`src/rtl/srlc_pkg.sv`:
```
package srlc_pkg;

    localparam int ADDRESS_CHARS = 6;
    localparam int ADDR_BYTES    = ADDRESS_CHARS / 2;
    localparam int ADDR_W        = 24;
    localparam int POS_W         = 10;
    localparam int Q_W           = POS_W - 1;
    localparam int DIFF_W        = POS_W + 2;
    localparam int FIFO_DEPTH    = 4;
    localparam int FIFO_PTR_W    = $clog2(FIFO_DEPTH);
    localparam int FIFO_CNT_W    = FIFO_PTR_W + 1;

    localparam logic [POS_W-1:0] POS_MAX = {POS_W{1'b1}};

    localparam logic [7:0] CHAR_S    = 8'h53;
    localparam logic [7:0] CHAR_CR   = 8'h0d;
    localparam logic [7:0] CHAR_0    = 8'h30;
    localparam logic [7:0] CHAR_1    = 8'h31;
    localparam logic [7:0] CHAR_2    = 8'h32;
    localparam logic [7:0] CHAR_3    = 8'h33;
    localparam logic [7:0] CHAR_9    = 8'h39;
    localparam logic [7:0] CHAR_UA   = 8'h41;
    localparam logic [7:0] CHAR_UF   = 8'h46;
    localparam logic [7:0] CHAR_LA   = 8'h61;
    localparam logic [7:0] CHAR_LF   = 8'h66;
    localparam logic [7:0] HEX_TEN   = 8'd10;

    localparam logic [2:0] KIND_NONE      = 3'd0;
    localparam logic [2:0] KIND_BADSTART  = 3'd1;
    localparam logic [2:0] KIND_S0        = 3'd2;
    localparam logic [2:0] KIND_UNHANDLED = 3'd3;
    localparam logic [2:0] KIND_S2        = 3'd4;
    localparam logic [2:0] KIND_UNKNOWN   = 3'd5;

    localparam logic [2:0] ST_OK        = 3'd0;
    localparam logic [2:0] ST_BADSUM    = 3'd1;
    localparam logic [2:0] ST_LONG      = 3'd2;
    localparam logic [2:0] ST_SHORT     = 3'd3;
    localparam logic [2:0] ST_BADSTART  = 3'd4;
    localparam logic [2:0] ST_UNHANDLED = 3'd5;
    localparam logic [2:0] ST_VENDOR    = 3'd6;
    localparam logic [2:0] ST_UNKNOWN   = 3'd7;

    typedef struct packed {
        logic              is_status;
        logic              last_of_run;
        logic [ADDR_W-1:0] byte_address;
        logic [7:0]        data_byte;
        logic [2:0]        line_status;
        logic [7:0]        computed_sum;
    } result_t;

    function automatic logic [3:0] hex_value(input logic [7:0] c);
        logic [7:0] v;
        v = 8'd0;
        if (c >= CHAR_0 && c <= CHAR_9)
        begin
            v = c - CHAR_0;
        end
        else if (c >= CHAR_UA && c <= CHAR_UF)
        begin
            v = c - CHAR_UA + HEX_TEN;
        end
        else if (c >= CHAR_LA && c <= CHAR_LF)
        begin
            v = c - CHAR_LA + HEX_TEN;
        end
        return v[3:0];
    endfunction

endpackage

```
`src/rtl/srecord_s2_line_checker_core.sv`:
```
// S2 line checker: takes one character of a Motorola S-record line per word, with
// line_end high on the line's last character. Each decoded data byte of an S2 line
// leaves as a data word with its 24-bit address; the line's last character also
// yields a status word (ok, bad checksum, too long, too short, bad start, S1/S3
// unhandled, S0 vendor, unknown type) carrying the start address and computed
// checksum of S2 lines. A character is taken every cycle while char_ready is high;
// decoding is one level of logic from the held line state into a four-entry result
// queue, and char_ready stays high as long as the queue has room for two results.
// Only a line-end character that also completes a data byte makes two results.
module srecord_s2_line_checker_core (
    input  logic                         clk,
    input  logic                         rst_n,
    input  logic                         char_valid,
    output logic                         char_ready,
    input  logic [7:0]                   char_code,
    input  logic                         line_end,
    output logic                         result_valid,
    input  logic                         result_ready,
    output logic                         is_status,
    output logic                         last_of_run,
    output logic [srlc_pkg::ADDR_W-1:0]  byte_address,
    output logic [7:0]                   data_byte,
    output logic [2:0]                   line_status,
    output logic [7:0]                   computed_sum
);

    logic [srlc_pkg::POS_W-1:0]  char_position_reg, char_position_next;
    logic [2:0]                  record_kind_reg, record_kind_next;
    logic [7:0]                  pair_count_reg, pair_count_next;
    logic [7:0]                  running_sum_reg, running_sum_next;
    logic [srlc_pkg::ADDR_W-1:0] start_address_reg, start_address_next;
    logic [3:0]                  high_nibble_reg, high_nibble_next;
    logic [7:0]                  received_sum_reg, received_sum_next;
    logic [7:0]                  data_index_reg, data_index_next;

    srlc_pkg::result_t               fifo_reg [srlc_pkg::FIFO_DEPTH];
    logic [srlc_pkg::FIFO_PTR_W-1:0] wr_ptr_reg, rd_ptr_reg;
    logic [srlc_pkg::FIFO_CNT_W-1:0] count_reg;

    logic                        accept, pop;
    logic [srlc_pkg::POS_W-1:0]  off;
    logic [srlc_pkg::Q_W-1:0]    q;
    logic [7:0]                  pair_byte;
    logic                        roomy;
    logic                        data_push;
    logic [7:0]                  sum_calc;
    logic signed [srlc_pkg::DIFF_W-1:0] diff;
    logic                        too_long, too_short;
    logic [2:0]                  status_code;
    srlc_pkg::result_t           data_item, status_item, entry0, entry1;
    logic [1:0]                  push_n;

    assign accept = char_valid && char_ready;
    assign pop    = result_valid && result_ready;
    assign char_ready = count_reg <= srlc_pkg::FIFO_CNT_W'(srlc_pkg::FIFO_DEPTH - 2);
    assign result_valid = count_reg != '0;

    assign off       = char_position_reg - srlc_pkg::POS_W'(2);
    assign q         = off[srlc_pkg::POS_W-1:1];
    assign pair_byte = {high_nibble_reg, srlc_pkg::hex_value(char_code)};
    assign roomy     = pair_count_reg >= 8'(srlc_pkg::ADDR_BYTES + 1);

    always_comb
    begin
        record_kind_next   = record_kind_reg;
        pair_count_next    = pair_count_reg;
        running_sum_next   = running_sum_reg;
        start_address_next = start_address_reg;
        high_nibble_next   = high_nibble_reg;
        received_sum_next  = received_sum_reg;
        data_index_next    = data_index_reg;
        data_push          = 1'b0;
        char_position_next = char_position_reg;
        if (char_position_reg != srlc_pkg::POS_MAX)
        begin
            char_position_next = char_position_reg + srlc_pkg::POS_W'(1);
        end

        if (char_position_reg == '0)
        begin
            record_kind_next = (char_code == srlc_pkg::CHAR_S) ?
                               srlc_pkg::KIND_NONE : srlc_pkg::KIND_BADSTART;
        end
        else if (char_position_reg == srlc_pkg::POS_W'(1))
        begin
            if (record_kind_reg == srlc_pkg::KIND_NONE)
            begin
                if (char_code == srlc_pkg::CHAR_0)
                begin
                    record_kind_next = srlc_pkg::KIND_S0;
                end
                else if (char_code == srlc_pkg::CHAR_1 || char_code == srlc_pkg::CHAR_3)
                begin
                    record_kind_next = srlc_pkg::KIND_UNHANDLED;
                end
                else if (char_code == srlc_pkg::CHAR_2)
                begin
                    record_kind_next = srlc_pkg::KIND_S2;
                end
                else
                begin
                    record_kind_next = srlc_pkg::KIND_UNKNOWN;
                end
            end
        end
        else if (record_kind_reg == srlc_pkg::KIND_S2)
        begin
            if (!off[0])
            begin
                high_nibble_next = srlc_pkg::hex_value(char_code);
            end
            else if (q == '0)
            begin
                pair_count_next  = pair_byte;
                running_sum_next = running_sum_reg + pair_byte;
            end
            else if (q <= srlc_pkg::Q_W'(srlc_pkg::ADDR_BYTES))
            begin
                start_address_next = {start_address_reg[srlc_pkg::ADDR_W-9:0], pair_byte};
                running_sum_next   = running_sum_reg + pair_byte;
            end
            else if (roomy && q < srlc_pkg::Q_W'(pair_count_reg))
            begin
                data_push        = 1'b1;
                running_sum_next = running_sum_reg + pair_byte;
                data_index_next  = data_index_reg + 8'd1;
            end
            else if (roomy && q == srlc_pkg::Q_W'(pair_count_reg))
            begin
                received_sum_next = pair_byte;
            end
        end
    end

    // end-of-line status from the updated line state
    always_comb
    begin
        sum_calc  = ~running_sum_next;
        diff      = $signed({2'b00, char_position_reg}) - srlc_pkg::DIFF_W'(3)
                    - $signed({3'b000, pair_count_next, 1'b0});
        too_long  = (diff > srlc_pkg::DIFF_W'(1)) ||
                    (diff == srlc_pkg::DIFF_W'(1) && char_code != srlc_pkg::CHAR_CR);
        too_short = (diff < 0) || (pair_count_next < 8'(srlc_pkg::ADDR_BYTES + 1));
        unique case (record_kind_next)
            srlc_pkg::KIND_BADSTART:  status_code = srlc_pkg::ST_BADSTART;
            srlc_pkg::KIND_S0:        status_code = srlc_pkg::ST_VENDOR;
            srlc_pkg::KIND_UNHANDLED: status_code = srlc_pkg::ST_UNHANDLED;
            srlc_pkg::KIND_S2:
            begin
                if (too_long)
                begin
                    status_code = srlc_pkg::ST_LONG;
                end
                else if (too_short)
                begin
                    status_code = srlc_pkg::ST_SHORT;
                end
                else if (received_sum_next != sum_calc)
                begin
                    status_code = srlc_pkg::ST_BADSUM;
                end
                else
                begin
                    status_code = srlc_pkg::ST_OK;
                end
            end
            default:                  status_code = srlc_pkg::ST_UNKNOWN;
        endcase

        status_item.is_status    = 1'b1;
        status_item.last_of_run  = 1'b1;
        status_item.data_byte    = 8'd0;
        status_item.line_status  = status_code;
        if (record_kind_next == srlc_pkg::KIND_S2)
        begin
            status_item.byte_address = start_address_next;
            status_item.computed_sum = sum_calc;
        end
        else
        begin
            status_item.byte_address = '0;
            status_item.computed_sum = 8'd0;
        end

        data_item.is_status    = 1'b0;
        data_item.last_of_run  = !line_end;
        data_item.byte_address = start_address_reg + srlc_pkg::ADDR_W'(data_index_reg);
        data_item.data_byte    = pair_byte;
        data_item.line_status  = srlc_pkg::ST_OK;
        data_item.computed_sum = 8'd0;

        entry0 = data_push ? data_item : status_item;
        entry1 = status_item;
        push_n = accept ? (2'(data_push) + 2'(line_end)) : 2'd0;
    end

    always_ff @(posedge clk or negedge rst_n)
    begin
        if (!rst_n)
        begin
            char_position_reg <= '0;
            record_kind_reg   <= srlc_pkg::KIND_NONE;
            pair_count_reg    <= 8'd0;
            running_sum_reg   <= 8'd0;
            start_address_reg <= '0;
            high_nibble_reg   <= 4'd0;
            received_sum_reg  <= 8'd0;
            data_index_reg    <= 8'd0;
        end
        else if (accept)
        begin
            if (line_end)
            begin
                char_position_reg <= '0;
                record_kind_reg   <= srlc_pkg::KIND_NONE;
                pair_count_reg    <= 8'd0;
                running_sum_reg   <= 8'd0;
                start_address_reg <= '0;
                high_nibble_reg   <= 4'd0;
                received_sum_reg  <= 8'd0;
                data_index_reg    <= 8'd0;
            end
            else
            begin
                char_position_reg <= char_position_next;
                record_kind_reg   <= record_kind_next;
                pair_count_reg    <= pair_count_next;
                running_sum_reg   <= running_sum_next;
                start_address_reg <= start_address_next;
                high_nibble_reg   <= high_nibble_next;
                received_sum_reg  <= received_sum_next;
                data_index_reg    <= data_index_next;
            end
        end
    end

    // result queue
    always_ff @(posedge clk or negedge rst_n)
    begin
        if (!rst_n)
        begin
            wr_ptr_reg <= '0;
            rd_ptr_reg <= '0;
            count_reg  <= '0;
        end
        else
        begin
            wr_ptr_reg <= wr_ptr_reg + srlc_pkg::FIFO_PTR_W'(push_n);
            if (pop)
            begin
                rd_ptr_reg <= rd_ptr_reg + srlc_pkg::FIFO_PTR_W'(1);
            end
            count_reg <= count_reg + srlc_pkg::FIFO_CNT_W'(push_n)
                         - srlc_pkg::FIFO_CNT_W'(pop);
        end
    end

    always_ff @(posedge clk)
    begin
        if (push_n != 2'd0)
        begin
            fifo_reg[wr_ptr_reg] <= entry0;
        end
        if (push_n == 2'd2)
        begin
            fifo_reg[wr_ptr_reg + srlc_pkg::FIFO_PTR_W'(1)] <= entry1;
        end
    end

    assign is_status    = fifo_reg[rd_ptr_reg].is_status;
    assign last_of_run  = fifo_reg[rd_ptr_reg].last_of_run;
    assign byte_address = fifo_reg[rd_ptr_reg].byte_address;
    assign data_byte    = fifo_reg[rd_ptr_reg].data_byte;
    assign line_status  = fifo_reg[rd_ptr_reg].line_status;
    assign computed_sum = fifo_reg[rd_ptr_reg].computed_sum;

endmodule

```
`config.mk`:
```
export PLATFORM = sky130hd
export DESIGN_NAME = srecord_s2_line_checker_core
export DESIGN_NICKNAME = d
export VERILOG_FILES = /design/src/rtl/srlc_pkg.sv /design/src/rtl/srecord_s2_line_checker_core.sv
export SDC_FILE = /design/constraint.sdc
export NUM_CORES = 1
export LEC_CHECK = 0
export ABC_AREA = 1
export BUFFER_PORTS_ARGS = -buffer_cell sky130_fd_sc_hd__buf_4
export CORE_MARGIN = 10
export CORE_UTILIZATION = 55
export CTS_BUF_LIST = sky130_fd_sc_hd__clkbuf_8
export CTS_CLUSTER_DIAMETER = 60
export DETAILED_ROUTE_END_ITERATION = 6
export PLACE_DENSITY = 0.79
export SYNTH_ARGS = -nofsm -noshare
export SYNTH_HDL_FRONTEND = slang
export SYNTH_SLANG_ARGS = --single-unit
```
`constraint.sdc`:
```
create_clock -name clk -period 10.7 [get_ports clk]
set_input_delay 1.605 -clock clk [delete_from_list [all_inputs] [get_ports clk]]
set_output_delay 1.605 -clock clk [all_outputs]
set_load 0.005 [all_outputs]
```
==> run metrics <==
status finished clean; crit end category flop; CTS Hold Bufs 0; hold path depth 2; max-slew violations 0; first-pass GRT wire length 67,500 um; final hold violations 0; IO Port Bufs 59; initial antenna violation count 0; DP HPWL 29,000 um; Overflow after GRT 0; Critical Path Source char_position_reg[1]; Boundary Pins 60; Worst Hold Launch fifo_reg[2][44]; Post-route DRC 0; Syn Area/Cell 8.28 sq um; Post-DRT Antenna Nets 0; Total GRT Usage 0.242; Final Skew 0.0186 ns; FF-to-FF path depth 26; Worst EP required 11.01 ns; Final setup violation count 0; Synth Net Count 1,883; Die Y 185 um; FFs w/ async S/R, synth 0.308; TritonCTS clock tree done; slew of the pin with the lowest slew margin 1.07 ns; Yosys cell types 58; ant diodes 0; pin count of the biggest net entering global routing 94; sequential area share after synthesis 0.466; Leakage 6.63 nW; Max clock buf depth 3; Max Fclk 0.158 GHz; Core ar. 0.0270 sq mm; CTS Root Buffer Type clkbuf_8; max cap viols 0; Nets 1,920; final WL 42,000 um; period utilization 0.593; Max VDD drop 163 uV; drt via density 6.05; yosys warns 0; initial core utilization 0.558; clock slew at reported path FFs 0.06 ns; setup tns final 0 ns; Final Util 0.615; predominant post-synthesis flop cell edfxtp_1; Via Count 13,500; Pre-Repair DR Iteration Count 5; Worst Hold Path EP fifo_reg[2][44]; dpl ws 4.48 ns; RSZ-0062 raised after global routing no; die footprint 0.0344 sq mm; min-delay worst type reg2reg; Yosys reg bits 260; Register-to-Register Setup Slack 4.35 ns; initial drt markers 1,730; final setup margin 4.35 ns; Area growth syn-to-layout 10.2%; setup bufs post-CTS 0; P per Cell Area 244 mW/mm^2; Skew-Pair Late Insertion Delay 0.58 ns; CP Launch Type flop; crit path kind reg2reg; WL/cell 18.8 um; number of global-route vias before repair 12,800; post-layout min period 6.35 ns; Worst slew margin 0.277; crit-path max FO 41; Post-synth EDFFs 140; RR Startpoint char_position_reg[1]; max reg flops 180; r2r endpoint fifo_reg[3][9]; critical path arrival 6.66 ns; post-CTS resize count 0; Final Wtd Congestion 0.964; filler cell count 2,309; share of layout cells above drive strength 1 0.114; Mapped Cells 1,817; Num CTS Buffers 44; Rows 60; Clock Sinks 260; fin cells 2,231; mapped cell area 0.0150 sq mm; Chip Width 185 um; Placed Cells 2,149; H-tree lvl count 2
-- cells in the final DEF (no fill, tap or decap), types with 49 or more instances in the layout --
| cell | instances |
|---|---|
| nand2_1 | 260 |
| nor2_1 | 241 |
| o22ai_1 | 193 |
| inv_1 | 191 |
| o21ai_0 | 170 |
| edfxtp_1 | 140 |
| nand3_1 | 89 |
| buf_4 | 84 |
| dfrtp_1 | 79 |
| a21oi_1 | 77 |
| clkbuf_8 | 50 |
| ha_1 | 49 |
-- synthesized netlist by cell type, drive strengths merged (5+ instances only) --
cell    instances  area [sq um]
nand2         270          1060
nor2          251          1000
inv           198           743
o22ai         193          1210
o21ai         192           987
edfxtp        140          4200
nand3          95           521
dfrtp          80          2000
a21oi          77           385
clkbuf         72           270
ha             49           613
dfxtp          40           801
nor3           28           161
xor2           28           245
nand4          22           168
buf            21           138
or2            14          90.1
xnor2           6          52.6
a31oi           5          37.5
nand3b          5          37.5
-- power by group --
part           internal, mW  switching (mW)  leakage (nW)
sequential             1.19           0.104          2.71
combinational         0.661            1.21          3.42
clock                 0.458           0.420         0.492
total                  2.31            1.73          6.63
-- area by class of cell --
| class | instances | area, sq um | area share |
|---|---|---|---|
| tap | 341 | 427 | 0.0257 |
| sequential | 260 | 7010 | 0.423 |
| inverter | 199 | 747 | 0.0451 |
| multi-input combinational | 1265 | 6890 | 0.416 |
| clock buffer | 50 | 688 | 0.0415 |
| clock inverter | 32 | 183 | 0.0110 |
| timing repair buffer | 84 | 631 | 0.0381 |
-- per-stage QoR --
step           hold slack (ns)  power (mW)  area, sq um
6_report                 0.453        4.04        16600
5_1_grt                  0.478        4.33        16600
4_1_cts                  0.451        4.03        16600
3_5_place_dp             0.435        3.15        15700
3_3_place_gp             0.435        3.11        15700
2_1_floorplan            0.422        2.54        15000
-- worst max path at each step --
stage                                 end
after floorplan           fifo_reg[2][10]
after global placement    fifo_reg[3][10]
after detailed placement   fifo_reg[3][9]
after CTS                  fifo_reg[3][9]
after global routing       fifo_reg[3][9]
final                      fifo_reg[3][9]
-- per-layer routing --
layer | share of wire | vias up | global-route usage
met5 | 0 | - | 0
met3 | 0.094 | 88 | 0.0382
met4 | 0.026 | 0 | 0.0836
met2 | 0.47 | 660 | 0.389
li1 | - | 6389 | -
met1 | 0.41 | 6351 | 0.326
-- cells by family (layout without fill, tap and decap cells) --
logic type / Yosys count / after routing / share of synthesized area
buffers and inverters: 292 / 365 / 0.0768
adders and majority gates: 53 / 53 / 0.0461
and+or+nand+nor: 693 / 693 / 0.206
DFF: 260 / 260 / 0.466
xor gates and xnor gates: 34 / 34 / 0.0198
AOI/OAI and AO/OA: 485 / 485 / 0.186
-- critical path: stages (launching register included) --
cell and delay, ns:
dfrtp_1 0.45, inv_1 0.28, ha_1 0.27, xnor2_1 0.16, inv_1 0.06, ha_1 0.29
a21oi_1 0.13, o21ai_0 0.12, nand2_1 0.08, nand2_1 0.04, nand2_1 0.05, nand2_1 0.06
nand2_1 0.17, nand4_4 0.44, inv_2 0.59, ha_1 0.35, inv_1 0.06, nor2_1 0.06
nor2_1 0.26, nor3_1 0.13, inv_1 0.07, buf_4 0.37, nand2_1 0.63, buf_4 0.47
o21ai_0 0.15, buf_4 0.25, a21oi_1 0.07
No activity file was read; power rests on OpenSTA's default activity.
